`config.mk`:
```
export PLATFORM = sky130hd
export DESIGN_NAME = aat_cfg
export DESIGN_NICKNAME = d
export VERILOG_FILES = /design/src/rtl/core/aat_pkg.sv /design/src/rtl/core/aat_cfg.sv
export SDC_FILE = /design/constraint.sdc
export NUM_CORES = 1
export LEC_CHECK = 0
export ABC_AREA = 0
export BUFFER_PORTS_ARGS = -buffer_cell sky130_fd_sc_hd__buf_2
export CAP_MARGIN = 10
export CORE_ASPECT_RATIO = 1.25
export CORE_UTILIZATION = 35
export DETAILED_ROUTE_END_ITERATION = 8
export PLACE_DENSITY = 0.68
export SLEW_MARGIN = 20
export SYNTH_ARGS = -nofsm -noshare
export SYNTH_HDL_FRONTEND = slang
export SYNTH_SLANG_ARGS = --single-unit
```
`constraint.sdc`:
```
create_clock -name i_clk -period 4 [get_ports i_clk]
set_clock_uncertainty 0.05 [all_clocks]
set_input_delay 0 -clock i_clk [delete_from_list [all_inputs] [get_ports i_clk]]
set_output_delay 0 -clock i_clk [all_outputs]
set_load 0.02 [all_outputs]
```
`src/rtl/core/aat_pkg.sv`:
```
// Shared widths, types and register codes for the box transform pipeline.
`timescale 1ns / 1ps
package aat_pkg;

    localparam int COORD_BITS = 24;
    localparam int COEFF_BITS = 16;
    localparam int COEFF_FRAC = COEFF_BITS - 4;
    localparam int AXES       = 3;
    localparam int ROW_W      = AXES * COEFF_BITS;
    localparam int PT_W       = COORD_BITS + 1;
    localparam int PROD_W     = PT_W + COEFF_BITS;
    localparam int TERM_W     = PROD_W - COEFF_FRAC;
    localparam int SUM_W      = TERM_W + 2;
    localparam int NSTAGE     = 6;

    localparam int REG_COUNT  = 6;
    localparam int REG_IDX_W  = $clog2(REG_COUNT);
    localparam int CFG_DATA_W = 64;
    localparam int CFG_ADDR_W = REG_IDX_W + 3;

    typedef logic signed [COORD_BITS-1:0]   t_coord;
    typedef logic        [COORD_BITS-2:0]   t_size;
    typedef logic signed [COEFF_BITS-1:0]   t_coeff;
    typedef logic signed [PT_W-1:0]         t_point;
    typedef logic signed [PROD_W-1:0]       t_prod;
    typedef logic signed [TERM_W-1:0]       t_term;
    typedef logic signed [SUM_W-1:0]        t_sum;
    typedef logic        [ROW_W-1:0]        t_row;
    typedef logic        [CFG_DATA_W-1:0]   t_cfg_data;
    typedef logic        [CFG_ADDR_W-1:0]   t_cfg_addr;

    typedef enum logic [REG_IDX_W-1:0] {
        REG_X_ROW,
        REG_Y_ROW,
        REG_Z_ROW,
        REG_X_TRANS,
        REG_Y_TRANS,
        REG_Z_TRANS
    } t_reg_idx;

    typedef struct packed {
        logic [NSTAGE-1:0] en;
    } t_pipe_ctl;

endpackage

```
`src/rtl/core/aat_cfg.sv`:
```
// APB register file holding the matrix rows and the translations.
`timescale 1ns / 1ps
module aat_cfg (
    input  logic                 i_clk,
    input  logic                 i_rst_n,
    input  logic                 psel,
    input  logic                 penable,
    input  logic                 pwrite,
    input  aat_pkg::t_cfg_addr   paddr,
    input  aat_pkg::t_cfg_data   pwdata,
    output aat_pkg::t_cfg_data   prdata,
    output logic                 pready,
    output aat_pkg::t_coeff      o_coeff [aat_pkg::AXES][aat_pkg::AXES],
    output aat_pkg::t_coord      o_trans [aat_pkg::AXES]
);
    import aat_pkg::*;

    t_row     r_row   [AXES];
    t_coord   r_trans [AXES];
    t_row     n_row   [AXES];
    t_coord   n_trans [AXES];
    logic     w_wr;
    t_reg_idx w_idx;

    assign pready = 1'b1;
    assign w_wr   = psel && penable && pwrite && pready;
    assign w_idx  = t_reg_idx'(paddr[CFG_ADDR_W-1:3]);

    always_comb begin
        n_row   = r_row;
        n_trans = r_trans;
        if (w_wr) begin
            case (w_idx)
                REG_X_ROW:   n_row[0]   = pwdata[ROW_W-1:0];
                REG_Y_ROW:   n_row[1]   = pwdata[ROW_W-1:0];
                REG_Z_ROW:   n_row[2]   = pwdata[ROW_W-1:0];
                REG_X_TRANS: n_trans[0] = pwdata[COORD_BITS-1:0];
                REG_Y_TRANS: n_trans[1] = pwdata[COORD_BITS-1:0];
                REG_Z_TRANS: n_trans[2] = pwdata[COORD_BITS-1:0];
                default: ;
            endcase
        end
    end

    always_ff @(posedge i_clk) begin
        if (!i_rst_n) begin
            for (int a = 0; a < AXES; a++) begin
                r_row[a]   <= t_row'(1) << (a * COEFF_BITS + COEFF_FRAC);
                r_trans[a] <= '0;
            end
        end else begin
            r_row   <= n_row;
            r_trans <= n_trans;
        end
    end

    always_comb begin
        case (w_idx)
            REG_X_ROW:   prdata = CFG_DATA_W'(r_row[0]);
            REG_Y_ROW:   prdata = CFG_DATA_W'(r_row[1]);
            REG_Z_ROW:   prdata = CFG_DATA_W'(r_row[2]);
            REG_X_TRANS: prdata = CFG_DATA_W'(unsigned'(r_trans[0]));
            REG_Y_TRANS: prdata = CFG_DATA_W'(unsigned'(r_trans[1]));
            REG_Z_TRANS: prdata = CFG_DATA_W'(unsigned'(r_trans[2]));
            default:     prdata = '0;
        endcase
    end

    always_comb begin
        for (int a = 0; a < AXES; a++) begin
            o_trans[a] = r_trans[a];
            for (int k = 0; k < AXES; k++) begin
                o_coeff[a][k] = r_row[a][k*COEFF_BITS +: COEFF_BITS];
            end
        end
    end

endmodule

```
==> results.py, run 1 <==
metrics = {
    "clock_network": {
        "clock_path_buffers": 3,
        "cts.sinks": 216,
        "hold_buffers": 52,
        "cts_buffers": 23,
        "cts_tree": "done",
        "root_buffer": "clkbuf_16",
        "clkLatencyLatePin_ns": 0.50,
        "cts_setup_buffers": 0,
        "cts_resized": 0,
        "clkTransAtPathRegs_ns": 0.06,
        "h-tree-depth": 1,
    },
    "floorplan": {
        "ios": 356,
        "rows": 67,
        "die_h_um": 189,
        "die_x_um": 151,
        "dieArea_um2": 28500,
        "core-area_um2": 27100,
        "initial_utilization": 0.360,
    },
    "logic_synthesis": {
        "ys_types": 26,
        "synth_edf_count": 0,
        "synth_warnings": 0,
        "ys.flop_type": "dfxtp_1",
        "async_flop_share": 0,
        "synthCells": 1008,
        "syn_area_per_cell_um2": 9.67,
        "synth_commonest_cells": "nand2_1, mux2i_1, dfxtp_1, clkbuf_1, mux2_2",
        "synth_area_um2": 9750,
        "synth_most_common_cell": "nand2_1",
        "yosysTopAreaCellShare": 0.443,
        "ys_ff_latch": 216,
        "yosysTopAreaCell": "dfxtp_1",
        "netlist_top_cells_area": "dfxtp_1, mux2i_1, nand2_1, mux2_2, a2bb2oi_1",
        "ys_seq_area_frac": 0.443,
    },
    "critical_path": {
        "critical_path_class": "input pin to flop",
        "cp-start-kind": "input pin",
        "critPathArrivalTime_ns": 2.50,
        "endpoint_kind": "flop",
        "required_ns": 4.38,
        "r2r-end": "o_coeff[76]",
        "setup.worst_path.end": "o_coeff[80]",
        "worstRegToRegCells": 2,
        "worstReg2RegStart": "o_coeff[76]",
        "crit_start": "pwrite",
        "critPathMaxFanout": 23,
        "rrSetupSlack_ns": 3.25,
    },
    "job": {
        "cap_violations": 0,
    },
    "detailed_routing": {
        "drtIter0Drc": 246,
        "wl_per_cell_um": 18.2,
        "wl_um": 31000,
        "drtPass1Iterations": 6,
        "drcViolationCount": 0,
        "viasPerCell": 5.04,
        "antenna_left": 0,
        "vias": 8572,
    },
    "sta": {
        "setup-tns-final_ns": 0,
        "clock.fmax_mhz": 472,
        "min_period_ns": 2.12,
        "hold_violations": 0,
        "worst_slew_pin_slew_ns": 1.11,
        "finalSetupViolations": 0,
        "slew_headroom": 0.256,
        "fin_crit_sh": 0.530,
        "finalMaxSlewViolations": 0,
        "rsz0062_at_grt": "false",
    },
    "finish": {
        "final_cells": 1701,
        "drive_above_1_share": 0.316,
        "design_area_um2": 12900,
        "nets": 1414,
        "n_fill_cell": 2555,
        "synthToLayoutAreaGrowth_pct": 31.9,
    },
    "place": {
        "dpl_cell_area_um2": 11500,
        "dp_hpwl_um": 20500,
        "port_buffers": 319,
        "place_congestion": 0.769,
        "dp_cells": 1607,
    },
    "grt": {
        "grt_pass1_vias": 8410,
        "grt_pass1_wl_um": 46500,
        "grt_util_all_layers": 0.209,
        "grt_max_degree": 124,
        "antenna_found_initial": 1,
        "overflow": 0,
    },
    "power": {
        "leakagePower_nw": 5.69,
        "finalPower_w": 0.00482,
        "peakVddDrop_mv": 0.499,
        "powerDensity_nw_per_um2": 374,
    },
    "min_path": {
        "whs_path_depth": 3,
        "hold_start": "paddr[3]",
        "min_path_type": "input pin to flop",
    },
    "status": {
        "status": "finished, final reports clean",
    },
}
area by class of cell:
class / count / area, um2 / share of cell area
multi-input combinational: 705 / 4970 / 0.387
sequential: 216 / 4320 / 0.336
timing repair buffer: 390 / 2320 / 0.180
clock buffer: 34 / 687 / 0.0534
tap: 345 / 432 / 0.0336
clock inverter: 7 / 113 / 0.00875
inverter: 3 / 11.3 / 0.000875
antenna: 1 / 2.50 / 0.000195
routing by layer:
layer / global-route usage / vias to the layer above / wire length, um / part of all wire
li1: - / 4118 / - / -
met1: 0.246 / 4112 / 13000 / 0.42
met2: 0.376 / 296 / 15400 / 0.50
met3: 0.0460 / 46 / 2060 / 0.066
met4: 0.0504 / 0 / 552 / 0.018
met5: 0 / - / 0 / 0
worst min path at each step:
| stage | end |
|---|---|
| 5_1_grt | o_trans[48] |
| 6_report | o_coeff[76] |
| 3_3_place_gp | o_coeff[12] |
| 4_1_cts | o_coeff[76] |
| 3_5_place_dp | o_coeff[60] |
| 2_1_floorplan | o_coeff[108] |
cells in the final DEF, fill, tap and decap left out, drive strengths merged, types with 2 or more instances in the layout:
cell         count
a22oi           20
a2bb2oi         24
nor2b            4
nand2          267
a221oi          20
buf            337
dlygate4sd3     52
a21oi           20
or2              2
clkinv           3
mux2i          246
dfxtp          216
nor2            29
o21ai            2
bufinv           3
conb            17
clkbuf          35
o221ai           4
mux2            44
inv              3
power by group:
part           total [W]  switching [W]  internal (W)
Sequential       0.00218      0.0000125       0.00217
Clock            0.00224       0.000864       0.00138
Combinational   0.000397       0.000254      0.000142
Total            0.00482        0.00113       0.00369
per-stage QoR:
stage	worst slack, ns	hold slack (ns)	util
after floorplan	2.65	0.112	-
after global placement	1.70	0.232	0.425
after detailed placement	1.66	0.254	0.426
after CTS	1.87	0.00298	0.475
after global routing	1.77	0.0546	0.475
final	1.88	0.0211	0.475
critical path: stages:
cell           delay [ns]
dlygate4sd3_1        0.53
buf_2                0.14
nand4b_4             0.19
dlygate4sd3_1        0.66
nor2_4               0.24
buf_4                0.46
mux2i_1              0.25
state kept, by name (all words and copies together), names as in the netlist:
| signal | count |
|---|---|
| o_coeff | 144 |
| o_trans | 72 |
kinds of logic (layout without fill, tap and decap cells):
group | count (synthesis) | after routing | synth area share
buf+inv | 102 | 434 | 0.0571
compound gates | 92 | 92 | 0.0715
other cells | 2 | 18 | 0.000770
mux | 290 | 290 | 0.303
simple gates | 306 | 306 | 0.124
flops | 216 | 216 | 0.443
(Power assumes the default switching activity.)
==> run 2: changes to the inputs <==
--- a/config.mk
+++ b/config.mk
@@ -5,13 +5,13 @@
 export SDC_FILE = /design/constraint.sdc
 export NUM_CORES = 1
 export LEC_CHECK = 0
-export ABC_AREA = 0
+export ABC_AREA = 1
 export BUFFER_PORTS_ARGS = -buffer_cell sky130_fd_sc_hd__buf_2
 export CAP_MARGIN = 10
 export CORE_ASPECT_RATIO = 1.25
 export CORE_UTILIZATION = 35
 export DETAILED_ROUTE_END_ITERATION = 8
-export PLACE_DENSITY = 0.68
+export PLACE_DENSITY = 0.69
 export SLEW_MARGIN = 20
 export SYNTH_ARGS = -nofsm -noshare
 export SYNTH_HDL_FRONTEND = slang
==> constraint.sdc (replaced) <==
create_clock -name i_clk -period 1.7 [get_ports i_clk]
set_clock_uncertainty 0.05 [all_clocks]
set_input_delay 0 -clock i_clk [delete_from_list [all_inputs] [get_ports i_clk]]
set_output_delay 0 -clock i_clk [all_outputs]
set_load 0.02 [all_outputs]
==> results.py, run 2 <==
metrics = {
    "status": {
        "status": "finished, final reports clean",
    },
    "finish": {
        "antenna_cells": 0,
        "design_area_um2": 13800,
        "nets": 2055,
        "final_cell_mix": "nand2_1, nor2_1, buf_2, nand3_1, dfxtp_1",
        "drive_above_1_share": 0.206,
        "final_util": 0.469,
        "final_cells": 2391,
        "synthToLayoutAreaGrowth_pct": 31.4,
        "largest_reg_flops": 144,
        "layout.cells.most_common": "nand2_1",
    },
    "grt": {
        "grt_busiest_layer": "met2",
        "overflow": 0,
        "grt_util_all_layers": 0.235,
        "grt_max_degree": 71,
        "grtUsageMet1": 0.308,
        "grt_pass1_vias": 10101,
        "grt_pass1_wl_um": 56500,
        "antenna_found_initial": 0,
        "use_met2": 0.377,
        "grtUsageMet3": 0.0395,
    },
    "critical_path": {
        "cp_common_cell": "nand2_1",
        "crit_start": "o_coeff[46]",
        "endpoint_kind": "output pin",
        "worstReg2RegStart": "o_coeff[76]",
        "required_ns": 1.65,
        "critPathArrivalTime_ns": 1.57,
        "max_stage_delay_ns": 0.33,
        "crit_chain": "nand4_1 > nand2_1 > nor2_1 > nand2_1 > buf_2",
        "cp-start-kind": "flop",
        "slowest_stage": "dfxtp_1",
        "critPathMaxFanout": 3,
        "critical_path_class": "flop to output pin",
    },
    "detailed_routing": {
        "antenna_left": 0,
        "wl_per_cell_um": 15.5,
        "drcViolationCount": 0,
        "viasPerCell": 4.88,
        "wl_um": 37000,
        "drtPass1Iterations": 6,
        "drtIter0Drc": 848,
        "vias": 11672,
    },
    "sta": {
        "setup-tns-final_ns": 0,
        "finalMaxSlewViolations": 0,
        "finalSetupViolations": 0,
        "min_period_ns": 1.62,
        "rsz0062_at_grt": "false",
        "clock.fmax_mhz": 617,
        "setup_slack_ns": 0.0787,
        "fin_crit_sh": 0.954,
        "hold_violations": 0,
    },
    "logic_synthesis": {
        "synth_most_common_cell": "nand2_1",
        "netlist_top_cells_area": "dfxtp_1, nand2_1, nor2_1, nand3_1, nand4_1",
        "synth_warnings": 0,
        "yosysTopAreaCell": "dfxtp_1",
        "synth_edf_count": 0,
        "ys_ff_latch": 216,
        "ys_seq_area_frac": 0.413,
        "async_flop_share": 0,
        "ys.flop_type": "dfxtp_1",
        "syn_area_per_cell_um2": 6.25,
        "synth_commonest_cells": "nand2_1, nor2_1, nand3_1, dfxtp_1, inv_1",
        "ys_types": 17,
        "yosysTopAreaCellShare": 0.413,
        "synth_area_um2": 10500,
        "synthCells": 1673,
    },
    "place": {
        "dpl_cell_area_um2": 12400,
        "dp_slack_ns": 0.233,
        "dp_hpwl_um": 24900,
        "place_congestion": 0.915,
        "dp_cells": 2297,
        "port_buffers": 319,
    },
    "min_path": {
        "min_path_type": "input pin to flop",
        "hold_start": "paddr[3]",
    },
    "floorplan": {
        "dieArea_um2": 30600,
        "die_h_um": 195,
        "die_x_um": 157,
        "ios": 356,
        "initial_utilization": 0.357,
        "rows": 70,
        "core-area_um2": 29300,
    },
    "clock_network": {
        "clock_path_buffers": 3,
        "clkTransAtPathRegs_ns": 0.06,
        "root_buffer": "clkbuf_16",
        "cts_buffers": 23,
        "cts_setup_buffers": 0,
        "clkLatencyLatePin_ns": 0.52,
        "h-tree-depth": 1,
        "cts_tree": "done",
        "cts.sinks": 216,
    },
    "job": {
        "cap_violations": 0,
    },
    "power": {
        "powerDensity_nw_per_um2": 841,
        "peakVddDrop_mv": 0.551,
        "leakagePower_nw": 6.93,
    },
}
==> run 2: report_power, final <==
part           switching, W  total (W)  internal (W)
logic              0.000812    0.00120      0.000391
clock network       0.00210    0.00518       0.00308
registers         0.0000544    0.00518       0.00513
==> run 2: critical path, delay by kind of cell, from the launching register on <==
| kind | cells | cell delay (ns) |
|---|---|---|
| simple gates | 4 | 0.54 |
| flops | 1 | 0.33 |
| buf+inv | 1 | 0.18 |
==> run 2: cell type report <==
type | instances | area, um2
clock buffers | 31 | 676
clock inverters | 9 | 103
fillers | 2936 | 15600
inverters | 76 | 288
multi-input cells | 1254 | 5240
flip-flops and latches | 216 | 4320
well taps | 396 | 495
repair buffers | 409 | 2630
==> run 2: logic make-up after synthesis <==
family / share of synthesized area
AND/OR/NAND/NOR: 0.485
buffers and inverters: 0.0969
flip-flops: 0.413
AO/OA/AOI/OAI: 0.00383
other: 0.000718
==> run 2: worst paths after layout <==
path | to | slack [ns] | cells past startpoint
max | prdata[14] | 0.08 | 5
min | o_coeff[19] | 0.11 | 6
max reg2reg | o_coeff[76] | 0.46 | 3
min reg2reg | o_coeff[54] | 0.44 | 2
==> run 2: timing repair <==
item / in CTS / in global routing
resized for setup: 0 / 0
endpoints found under the hold margin: 216 / 0
hold buffers: 54 / 0
==> run 2: metal layers <==
layer,wire [um],up-vias
li1,-,5816
met3,2700,73
met5,0,-
met1,15900,5278
met2,16900,505
met4,1490,0
==> run 2: per-stage QoR <==
step                      total power [W]  hold WS [ns]
after floorplan                   0.00602        0.0762
after global placement            0.00638         0.179
after global routing               0.0120         0.141
final                              0.0116         0.114
after detailed placement          0.00639         0.189
after CTS                          0.0117        0.0872
